`src/hw/rtl/oomvs_pkg.sv`:
```
// Shared types and constants for the OOM victim selector.
package oomvs_pkg;

    localparam int PID_W      = 32;
    localparam int PAGE_W     = 32;
    localparam int PRIV_W     = 8;
    localparam int FLAG_W     = 8;
    localparam int SCORE_W    = 39;
    localparam int DIVISOR_W  = PRIV_W + 1;
    localparam int CFG_IDX_W  = 4;
    localparam int CFG_DATA_W = 32;
    localparam int DIV_CNT_W  = $clog2(SCORE_W + 1);

    localparam logic [PID_W-1:0]   RESERVED_PID_RESET = PID_W'(99);
    localparam logic [PRIV_W-1:0]  PRIV_LIMIT_RESET   = PRIV_W'(9);
    localparam int                 SANDBOX_KERNEL_BIT = 1;
    localparam logic [SCORE_W-1:0] SCORE_SCALE        = SCORE_W'(100);

    typedef enum logic [CFG_IDX_W-1:0] {
        CFG_RESERVED_PID_LIMIT = 4'd0,
        CFG_PRIVILEGE_LIMIT    = 4'd1
    } cfg_idx_t;

    typedef struct packed {
        logic [PID_W-1:0]  task_pid;
        logic              crit_flag;
        logic [FLAG_W-1:0] sandbox_bits;
        logic [PRIV_W-1:0] privilege;
        logic              kill_pending;
        logic [PAGE_W-1:0] page_count;
        logic              last_task;
    } task_t;

    typedef struct packed {
        logic               victim_found;
        logic [PID_W-1:0]   victim_pid;
        logic [SCORE_W-1:0] victim_score;
    } result_t;

endpackage

```
`src/hw/rtl/oomvs_stream_if.sv`:
```
// Valid/ready stream channel carrying one payload struct.
interface oomvs_stream_if #(
    parameter type payload_t = logic
);
    logic     valid;
    logic     ready;
    payload_t data;

    modport source (output valid, output data, input ready);
    modport sink   (input valid, input data, output ready);
endinterface

```
`src/hw/rtl/oom_victim_selector.sv`:
```
// Top level of the OOM victim selector: eligibility check, scoring and best-victim tracking.
//
// Usage:
//   in_ch  carries one task descriptor per transaction; a scan is the run of
//          transactions up to and including the one with last_task set.
//   out_ch carries one result transaction per scan (found, pid, score).
//   cfg_we/cfg_index/cfg_wdata write reserved_pid_limit (index 0) and
//   privilege_limit (index 1); write only while no task is in flight.
// Operation:
//   in_ch.ready is high only while idle, so a task is accepted only while no
//   other task is being processed. An eligible task runs the x100 multiply,
//   a shared restoring divider (one quotient bit per cycle) and a
//   compare/update step. An ineligible task skips the multiply and the
//   divider and goes straight to the update step. A last task waits in the
//   update step until the output register is free; its result is loaded
//   there in the update cycle and shows on out_ch in the next cycle.
// Reset clears the scan state, restores both limits to 99 and 9, and drops
// out_ch.valid. A stalled receiver holds the result in the output register;
// the next scan proceeds until its own last task needs that register.
module oom_victim_selector (
    input  logic                            clk,
    input  logic                            rst_n,
    input  logic                            cfg_we,
    input  logic [oomvs_pkg::CFG_IDX_W-1:0]  cfg_index,
    input  logic [oomvs_pkg::CFG_DATA_W-1:0] cfg_wdata,
    oomvs_stream_if.sink                    in_ch,
    oomvs_stream_if.source                  out_ch
);
    import oomvs_pkg::*;

    typedef enum logic [3:0] {
        ST_IDLE = 4'b0001,
        ST_MUL  = 4'b0010,
        ST_DIV  = 4'b0100,
        ST_UPD  = 4'b1000
    } state_t;

    state_t               state_reg, state_next;
    logic [PID_W-1:0]     pid_limit_reg;
    logic [PRIV_W-1:0]    priv_limit_reg;
    task_t                task_reg;
    logic                 elig_reg;
    logic [SCORE_W-1:0]   quo_reg, quo_next;
    logic [DIVISOR_W-1:0] rem_reg, rem_next;
    logic [DIV_CNT_W-1:0] cnt_reg, cnt_next;
    logic                 have_best_reg, have_best_next;
    logic [PID_W-1:0]     best_pid_reg, best_pid_next;
    logic [SCORE_W-1:0]   best_score_reg, best_score_next;
    result_t              res_reg, res_next;
    logic                 out_valid_reg, out_valid_next;

    logic                 accept;
    logic                 elig_in;
    logic [DIVISOR_W-1:0] divisor;
    logic [DIVISOR_W:0]   trial;
    logic                 trial_ge;
    logic                 better;
    logic                 out_free;

    assign in_ch.ready  = (state_reg == ST_IDLE);
    assign accept       = in_ch.valid && in_ch.ready;
    assign out_ch.valid = out_valid_reg;
    assign out_ch.data  = res_reg;
    assign out_free     = !out_valid_reg || out_ch.ready;

    assign elig_in = (in_ch.data.task_pid != '0)
                  && (in_ch.data.task_pid > pid_limit_reg)
                  && !in_ch.data.crit_flag
                  && !in_ch.data.sandbox_bits[SANDBOX_KERNEL_BIT]
                  && (in_ch.data.privilege < priv_limit_reg)
                  && !in_ch.data.kill_pending;

    // Shared divider step: shift one dividend bit into the remainder.
    assign divisor  = {1'b0, task_reg.privilege} + DIVISOR_W'(1);
    assign trial    = {rem_reg, quo_reg[SCORE_W-1]};
    assign trial_ge = (trial >= {1'b0, divisor});

    // quo_reg holds the finished quotient during the update cycle.
    assign better = elig_reg && (!have_best_reg || (quo_reg > best_score_reg)
                  || ((quo_reg == best_score_reg) && (task_reg.task_pid > best_pid_reg)));

    always_comb
    begin
        state_next      = state_reg;
        quo_next        = quo_reg;
        rem_next        = rem_reg;
        cnt_next        = cnt_reg;
        have_best_next  = have_best_reg;
        best_pid_next   = best_pid_reg;
        best_score_next = best_score_reg;
        res_next        = res_reg;
        out_valid_next  = out_valid_reg && !out_ch.ready;

        unique case (state_reg)
            ST_IDLE:
            begin
                if (accept)
                begin
                    state_next = elig_in ? ST_MUL : ST_UPD;
                end
            end
            ST_MUL:
            begin
                quo_next   = SCORE_W'(task_reg.page_count) * SCORE_SCALE;
                rem_next   = '0;
                cnt_next   = '0;
                state_next = ST_DIV;
            end
            ST_DIV:
            begin
                rem_next = trial_ge ? DIVISOR_W'(trial - {1'b0, divisor})
                                    : trial[DIVISOR_W-1:0];
                quo_next = {quo_reg[SCORE_W-2:0], trial_ge};
                cnt_next = cnt_reg + DIV_CNT_W'(1);
                if (cnt_reg == DIV_CNT_W'(SCORE_W - 1))
                begin
                    state_next = ST_UPD;
                end
            end
            ST_UPD:
            begin
                if (!task_reg.last_task)
                begin
                    if (better)
                    begin
                        have_best_next  = 1'b1;
                        best_pid_next   = task_reg.task_pid;
                        best_score_next = quo_reg;
                    end
                    state_next = ST_IDLE;
                end
                else if (out_free)
                begin
                    if (better)
                    begin
                        res_next.victim_found = 1'b1;
                        res_next.victim_pid   = task_reg.task_pid;
                        res_next.victim_score = quo_reg;
                    end
                    else
                    begin
                        res_next.victim_found = have_best_reg;
                        res_next.victim_pid   = have_best_reg ? best_pid_reg : '0;
                        res_next.victim_score = have_best_reg ? best_score_reg : '0;
                    end
                    out_valid_next  = 1'b1;
                    have_best_next  = 1'b0;
                    best_pid_next   = '0;
                    best_score_next = '0;
                    state_next      = ST_IDLE;
                end
            end
            default:
            begin
                state_next = ST_IDLE;
            end
        endcase
    end

    always_ff @(posedge clk or negedge rst_n)
    begin
        if (!rst_n)
        begin
            state_reg      <= ST_IDLE;
            have_best_reg  <= 1'b0;
            best_pid_reg   <= '0;
            best_score_reg <= '0;
            out_valid_reg  <= 1'b0;
            pid_limit_reg  <= RESERVED_PID_RESET;
            priv_limit_reg <= PRIV_LIMIT_RESET;
        end
        else
        begin
            state_reg      <= state_next;
            have_best_reg  <= have_best_next;
            best_pid_reg   <= best_pid_next;
            best_score_reg <= best_score_next;
            out_valid_reg  <= out_valid_next;
            if (cfg_we)
            begin
                unique case (cfg_index)
                    CFG_RESERVED_PID_LIMIT: pid_limit_reg  <= cfg_wdata[PID_W-1:0];
                    CFG_PRIVILEGE_LIMIT:    priv_limit_reg <= cfg_wdata[PRIV_W-1:0];
                    default:                ;
                endcase
            end
        end
    end

    // Datapath registers, no reset needed.
    always_ff @(posedge clk)
    begin
        if (accept)
        begin
            task_reg <= in_ch.data;
            elig_reg <= elig_in;
        end
        quo_reg <= quo_next;
        rem_reg <= rem_next;
        cnt_reg <= cnt_next;
        res_reg <= res_next;
    end

endmodule

```
`src/flat_wrapper.sv`:
```
// flat-port wrapper written by rule: the top's interface ports become plain ports
module oom_victim_selector_flat import oomvs_pkg::*;
  (clk, rst_n, cfg_we, cfg_index, cfg_wdata, in_ch_valid, in_ch_data, in_ch_ready, out_ch_valid, out_ch_data, out_ch_ready);
  oomvs_stream_if #(.payload_t(task_t)) in_ch_i ();
  oomvs_stream_if #(.payload_t(result_t)) out_ch_i ();
  input  logic clk;
  input  logic rst_n;
  input  logic cfg_we;
  input  logic [oomvs_pkg::CFG_IDX_W-1:0] cfg_index;
  input  logic [oomvs_pkg::CFG_DATA_W-1:0] cfg_wdata;
  input wire logic [$bits(in_ch_i.valid)-1:0] in_ch_valid;
  input wire logic [$bits(in_ch_i.data)-1:0] in_ch_data;
  output wire logic [$bits(in_ch_i.ready)-1:0] in_ch_ready;
  output wire logic [$bits(out_ch_i.valid)-1:0] out_ch_valid;
  output wire logic [$bits(out_ch_i.data)-1:0] out_ch_data;
  input wire logic [$bits(out_ch_i.ready)-1:0] out_ch_ready;
  assign in_ch_i.valid = in_ch_valid;
  assign in_ch_i.data = in_ch_data;
  assign in_ch_ready = in_ch_i.ready;
  assign out_ch_valid = out_ch_i.valid;
  assign out_ch_data = out_ch_i.data;
  assign out_ch_i.ready = out_ch_ready;
  oom_victim_selector u_core (.clk(clk), .rst_n(rst_n), .cfg_we(cfg_we), .cfg_index(cfg_index), .cfg_wdata(cfg_wdata), .in_ch(in_ch_i), .out_ch(out_ch_i));
endmodule
```
`config.mk`:
```
export PLATFORM = sky130hd
export DESIGN_NAME = oom_victim_selector_flat
export DESIGN_NICKNAME = d
export VERILOG_FILES = /design/src/hw/rtl/oomvs_pkg.sv /design/src/hw/rtl/oomvs_stream_if.sv /design/src/hw/rtl/oom_victim_selector.sv /design/src/flat_wrapper.sv
export SDC_FILE = /design/constraint.sdc
export NUM_CORES = 1
export LEC_CHECK = 0
export BUFFER_PORTS_ARGS = -buffer_cell sky130_fd_sc_hd__buf_2
export CORE_MARGIN = 5
export CORE_UTILIZATION = 35
export CTS_BUF_LIST = sky130_fd_sc_hd__clkbuf_8 sky130_fd_sc_hd__clkbuf_16
export DETAILED_ROUTE_END_ITERATION = 10
export PLACE_DENSITY = 0.49
export SYNTH_ARGS = -nofsm -noshare
export SYNTH_HDL_FRONTEND = slang
export SYNTH_SLANG_ARGS = --single-unit
```
`constraint.sdc`:
```
create_clock -name clk -period 5.3 [get_ports clk]
set_input_delay 1.06 -clock clk [delete_from_list [all_inputs] [get_ports clk]]
set_output_delay 1.06 -clock clk [all_outputs]
set_load 0.03 [all_outputs]
```
==> results of run 1 <==
-- worst reg2reg max path: stages, from the launching register on --
cell and delay, ns:
edfxtp_1 0.44, ha_1 0.33, ha_1 0.28, inv_1 0.05, fa_1 0.51, inv_1 0.04, ha_1 0.35, o21a_1 0.19
o31a_1 0.12, o311ai_1 0.39, nand4_1 0.25, a41oi_2 0.31, o21ai_2 0.12, a31o_1 0.27, a221oi_2 0.31, nor2_1 0.08
a211oi_1 0.16
-- through the flow --
step / power (mW) / utilization
global placement: 8.54 / 0.387
finish: 11.3 / 0.413
CTS: 11.5 / 0.413
detailed placement: 8.63 / 0.387
global route: 12.4 / 0.413
floorplan: 7.35 / -
-- cells in the final DEF, fill, tap and decap left out, types with 6 or more instances in the layout --
master	count
nor4_1	12
ha_1	223
nor2b_1	12
o21ai_0	146
mux2i_1	74
xnor2_1	28
dfrtp_1	109
buf_4	12
nor3_1	10
inv_1	329
nand2b_1	10
edfxtp_1	200
a21oi_1	91
fa_1	28
mux2_2	9
o21bai_1	8
nand3_1	17
nor2_1	71
buf_2	189
dfstp_2	7
nand2_1	287
a21o_1	47
nand4_1	28
or2_2	6
clkinv_2	9
xor2_1	15
clkbuf_16	40
-- report_power, final --
part,switching [mW],internal [mW]
clock,1.15,1.66
sequential,0.328,3.34
combinational,2.87,1.99
total,4.34,6.98
-- final timing paths --
kind	start	end	slack, ns	cells after the start
setup / recovery	u_core.task_reg[4]	u_core.quo_reg[38]	0.94	16
hold / removal	u_core.priv_limit_reg[7]	u_core.priv_limit_reg[7]	0.51	1
setup reg to reg	u_core.task_reg[4]	u_core.quo_reg[38]	0.94	16
hold reg to reg	u_core.priv_limit_reg[7]	u_core.priv_limit_reg[7]	0.51	1
max in group asynchronous	rst_n	u_core.best_score_reg[7]	4.12	2
min in group asynchronous	rst_n	u_core.priv_limit_reg[1]	0.58	2
-- cell families after synthesis --
family                   after synthesis
AND/OR/NAND/NOR                      486
buffers and inverters                381
AO/OA/AOI/OAI                        347
flip-flops                           317
adder cells (fa/ha/maj)              251
multiplexers                          83
XOR/XNOR                              43
-- per-layer routing --
| layer | share of wire | global-route usage |
|---|---|---|
| met4 | 0.019 | 0.0373 |
| met2 | 0.46 | 0.263 |
| met5 | 0 | 0 |
| met1 | 0.47 | 0.224 |
| met3 | 0.047 | 0.0333 |
-- layout make-up --
class / count / area share
diodes: 1 / 0.000112
clock buffers: 41 / 0.0454
clock inverters: 33 / 0.0159
inverters: 323 / 0.0543
multi-input cells: 1210 / 0.396
flip-flops and latches: 317 / 0.400
well taps: 696 / 0.0390
repair buffers: 204 / 0.0491
==> metrics.txt, run 1 <==
CTS tree=done; Storage cell area=8940 um^2; delay-heaviest family, CP=compound AO/OA/AOI/OAI gates; first-pass GRT wire length=77.4 mm; Cell Pwr Density=507 nW/um^2; hold buffers post-CTS=0; Clock Path Buffers=3; Area contributors post-synth=edfxtp_1 31%, ha_1 15%, dfrtp_1 14%; Peak Freq=0.229 GHz; Post-Synth XOR/XNOR Area=0.0196; compound-gate portion of the synthesized area=0.108; critical path class=flop to flop; Routed WL=48.5 mm; core footprint=54100 um^2; Worst-Margin Slew=1.09 ns; vias in the first global route=13900; Post-Synth Simple-Gate Area=0.112; Post-synth EDFFs=200; DP HPWL=35.1 mm; CTS buffer count=40; root buf cell=clkbuf_16; Setup violations, final=0; Mapped Nets=2283; Yosys reg bits=317; Buffers on Ports=190; top cell type's share of synthesized area=0.313; ys flop type=edfxtp_1; drt first pass iters=5; TritonCTS Sinks=317; max_cap viols=0; Post-layout nets=2471; fin area=22300 um^2; Hold Fails Final Rpt=0; initial drt markers=612; Tot GR Track Use=0.162; Netlist cell types=70; status=finished clean; Layout fillers=5260; sequential share of the synthesized area=0.465; worst path cell trace=ha_1, ha_1, inv_1, fa_1, inv_1, ha_1, o21a_1, o31a_1, o311ai_1, nand4_1, a41oi_2, o21ai_2, a31o_1, a221oi_2, nor2_1, a211oi_1; Required @ worst endpoint=5.70 ns; Max Slew Vio Count=0; flip-flop count of the largest register after layout=73; DP Worst Slack=0.939 ns; Hold Crit Class=flop to flop; crit end category=flop; Slew HR=0.272; Initial Util=0.355; leakage=10.0 nW; Final WS setup=0.937 ns; # Post-CTS Setup Buffers=0; post-CTS sizing=0; leading area contributor after synthesis=edfxtp_1; Antenna Nets Post-Route=0; count leader, synth=inv_1; initial antenna violation count=0; main combinational cell family by area after synthesis=adder cells; Synth Area in Adders=0.174; Fin Clk Skew=0.0309 ns; drt via density=4.87; Cell Area, Placed=21000 um^2; gate count of the mapped netlist=1908; worst vdd ir=0.000222 V; Synth Warn #=0; Hold WS=0.506 ns; highest cell delay on the worst timing path=0.51 ns; CP Data Arrival Time=4.76 ns; Remaining Overflow, GRT=0; die area=59700 um^2; setup TNS=0 ns; Multi-input gate area=8840 um^2; Via Count=13800; DIE WIDTH=244 um; layout cell share with drive strength beyond 1=0.145; largest net degree at the start of global routing=141; slowest CP cell=fa_1; Post-synth top cells=323 x inv_1, 287 x nand2_1, 223 x ha_1, 200 x edfxtp_1, 146 x o21ai_0; Layout Cells excl Fill=2825; mux cell area share after synthesis=0.0438; clock latency at the later pin of the worst-skew pair=0.59 ns; dpl cells=2750; P&R area growth vs syn=16.3%; Critical path buffers and inverters=2; Post-synth ARST share=0.369; RSZ-0062 raised after global routing=false; crit start category=flop; number of remaining DRC errors=0; crit path max fanout=5; Syn Area/Cell=10.1 um^2; Final Cycle Share=0.823; # rows=85; IO Pins=198; Die Y=244 um; fin crit period=4.36 ns; clock transition at the registers of the reported paths=0.06 ns; CP most frequent cell=ha_1; Netlist Area Pre-Place=19200 um^2; routability cong.=0.812; H-tree depth=2; DR WL/cell=17.2 um
No activity file was read; power rests on OpenSTA's default activity.
==> run 2: changes to the inputs <==
--- a/config.mk
+++ b/config.mk
@@ -5,6 +5,7 @@
 export SDC_FILE = /design/constraint.sdc
 export NUM_CORES = 1
 export LEC_CHECK = 0
+export ABC_AREA = 1
 export BUFFER_PORTS_ARGS = -buffer_cell sky130_fd_sc_hd__buf_2
 export CORE_MARGIN = 5
 export CORE_UTILIZATION = 35
==> constraint.sdc (replaced) <==
create_clock -name clk -period 4.05 [get_ports clk]
set_input_delay 0.81 -clock clk [delete_from_list [all_inputs] [get_ports clk]]
set_output_delay 0.81 -clock clk [all_outputs]
set_load 0.03 [all_outputs]
==> run 2 against run 1 <==
Final cell count is 13% higher. Via count up 14%. Clock skew shrank 0.010 ns. First-iteration DRC count rose by 60%. Critical path depth decreased by 1. Sequential share of layout area fell by 1.3 points. Register-to-register slack lost 0.68 ns. Sequential power rose by 45%.
==> metrics.txt, run 2 <==
Fin Clk Skew=0.0206 ns; Yosys reg bits=317; mux cell area share after synthesis=0; vias in the first global route=15700; Worst-Margin Slew=1.09 ns; IO Pins=198; H-tree depth=2; gate count of the mapped netlist=2231; leading area contributor after synthesis=edfxtp_1; P&R area growth vs syn=15.7%; DR WL/cell=17.4 um; clock latency at the later pin of the worst-skew pair=0.56 ns; layout cell share with drive strength beyond 1=0.136; die area=61900 um^2; Netlist cell types=43; dpl cells=3120; count leader, synth=nand2_1; ys flop type=edfxtp_1; Via Count=15600; worst vdd ir=0.000646 V; Post-synth EDFFs=200; Required @ worst endpoint=4.33 ns; sequential share of power=0.240; Antenna Nets Post-Route=0; main combinational cell family by area after synthesis=simple AND/OR/NAND/NOR gates; compound-gate portion of the synthesized area=0.0772; Buffers on Ports=190; Tot GR Track Use=0.175; most common cell after layout, fill and taps aside=inv_1; Post-synth ARST share=0.369; Remaining Overflow, GRT=0; crit path max fanout=5; Comb power frac=0.590; largest net degree at the start of global routing=90; Max Slew Vio Count=0; Layout Cells excl Fill=3192; fin area=23100 um^2; Clock Path Buffers=3; drt via density=4.90; DP HPWL=40.3 mm; Post-synth top cells=385 x nand2_1, 379 x inv_1, 223 x ha_1, 220 x nand3_1, 200 x edfxtp_1; DIE WIDTH=249 um; CTS buffer count=39; Area contributors post-synth=edfxtp_1 30%, ha_1 14%, dfrtp_1 14%; switching power=10.7 mW; R2R Path End=u_core.quo_reg[22]; Final Cycle Share=0.936; Slew HR=0.271; setup TNS=0 ns; Layout fillers=5799; DP Worst Slack=0.103 ns; top cell type's share of synthesized area=0.301; drt first pass iters=5; Post-Synth Simple-Gate Area=0.206; TritonCTS Sinks=317; sw frac=0.482; CTS tree=done; leakage=11.0 nW; Mapped Nets=2606; Final WS setup=0.259 ns; core footprint=56400 um^2; root buf cell=clkbuf_16; sequential share of the synthesized area=0.448; initial antenna violation count=2; Syn Area/Cell=8.95 um^2; Storage cell area=8940 um^2; Cell Pwr Density=960 nW/um^2; reg2reg start=u_core.task_reg[4]; Total Power=22.2 mW; hold buffers post-CTS=0; crit end category=flop; fin crit period=3.79 ns; # rows=87; crit start category=flop; Cell Area, Placed=21700 um^2; Hold Crit Class=primary input to asynchronous set/reset pin; number of remaining DRC errors=0; Post-Synth XOR/XNOR Area=0.00746; Initial Util=0.354; Die Y=249 um; routability cong.=0.881; highest-count cells in the layout ignoring fill and taps=389 x inv_1, 384 x nand2_1, 223 x ha_1, 220 x nand3_1, 200 x edfxtp_1; r2r setup slk=0.26 ns; flip-flop count of the largest register after layout=73; Worst Reg2Reg Path Length in Cells=15; Multi-input gate area=9200 um^2; P_int=11.5 mW; max_cap viols=0; Setup violations, final=0; clock share of power=0.170; diode count=0; Routed WL=55.6 mm; CP Data Arrival Time=4.07 ns; Hold Fails Final Rpt=0; initial drt markers=977; Peak Freq=0.264 GHz; status=finished clean; clock transition at the registers of the reported paths=0.06 ns; critical path class=flop to flop; Synth Warn #=0; Netlist Area Pre-Place=20000 um^2; first-pass GRT wire length=88.0 mm; Synth Area in Adders=0.168; Post-layout nets=2781
[run 2: power by group through the flow]
| stage | Combinational (mW) | Clock [mW] | Sequential (mW) |
|---|---|---|---|
| 2_1_floorplan | 8.84 | 0 | 5.44 |
| 3_3_place_gp | 12.8 | 0 | 5.35 |
| 3_5_place_dp | 12.9 | 0 | 5.38 |
| 4_1_cts | 13.0 | 3.88 | 5.32 |
| 5_1_grt | 15.0 | 4.00 | 5.41 |
| 6_report | 13.1 | 3.77 | 5.31 |
[run 2: final cells by class]
class | instances | share of cell area
clock buffer | 43 | 0.0456
clock inverter | 28 | 0.0141
inverter | 382 | 0.0622
multi-input combinational | 1450 | 0.398
sequential | 317 | 0.387
tap | 756 | 0.0410
timing repair buffer | 216 | 0.0514
[run 2: worst max path at each step]
stage | cells after the start | startpoint | endpoint
floorplan | 6 | out_ch_ready | u_core.best_pid_reg[10]
global placement | 15 | u_core.task_reg[4] | u_core.quo_reg[18]
detailed placement | 15 | u_core.task_reg[4] | u_core.quo_reg[18]
CTS | 15 | u_core.task_reg[4] | u_core.quo_reg[18]
global route | 16 | u_core.task_reg[4] | u_core.quo_reg[18]
finish | 15 | u_core.task_reg[4] | u_core.quo_reg[22]
[run 2: cell families after synthesis]
logic type                 Yosys count
AOI/OAI and AO/OA                  288
xor gates and xnor gates            17
adders and majority gates          251
buffers and inverters              464
DFF                                317
and+or+nand+nor                    894
[run 2: per-stage QoR]
step | hold WS (ns) | utilization
after floorplan | 0.453 | -
after detailed placement | 0.478 | 0.385
final | 0.305 | 0.409
after global placement | 0.473 | 0.385
after CTS | 0.307 | 0.409
after global routing | 0.345 | 0.409
[run 2: layer usage]
layer  track usage  wire length, um  part of all wire
met5             0               20           0.00036
met4        0.0462             1290             0.023
met3        0.0300             2820             0.051
met2         0.270            24200              0.44
met1         0.257            27300              0.49
[run 2: worst max-delay path: stages (launching register included)]
cell and delay, ns:
edfxtp_1 0.44, ha_1 0.32, ha_1 0.28, inv_1 0.05, fa_1 0.49, inv_1 0.04, ha_1 0.33, a21oi_1 0.17
o21ai_1 0.14, a21oi_2 0.25, o21ai_1 0.17, nand2_1 0.10, nand2_1 0.13, or2_2 0.30, nand3_1 0.17, o21ai_0 0.12
[run 2: repair_timing]
item,4_1_cts,5_1_grt
buffers inserted,0,1
resized for setup,0,4
endpoints found under the hold margin,0,0
endpoints found under the setup margin,0,5
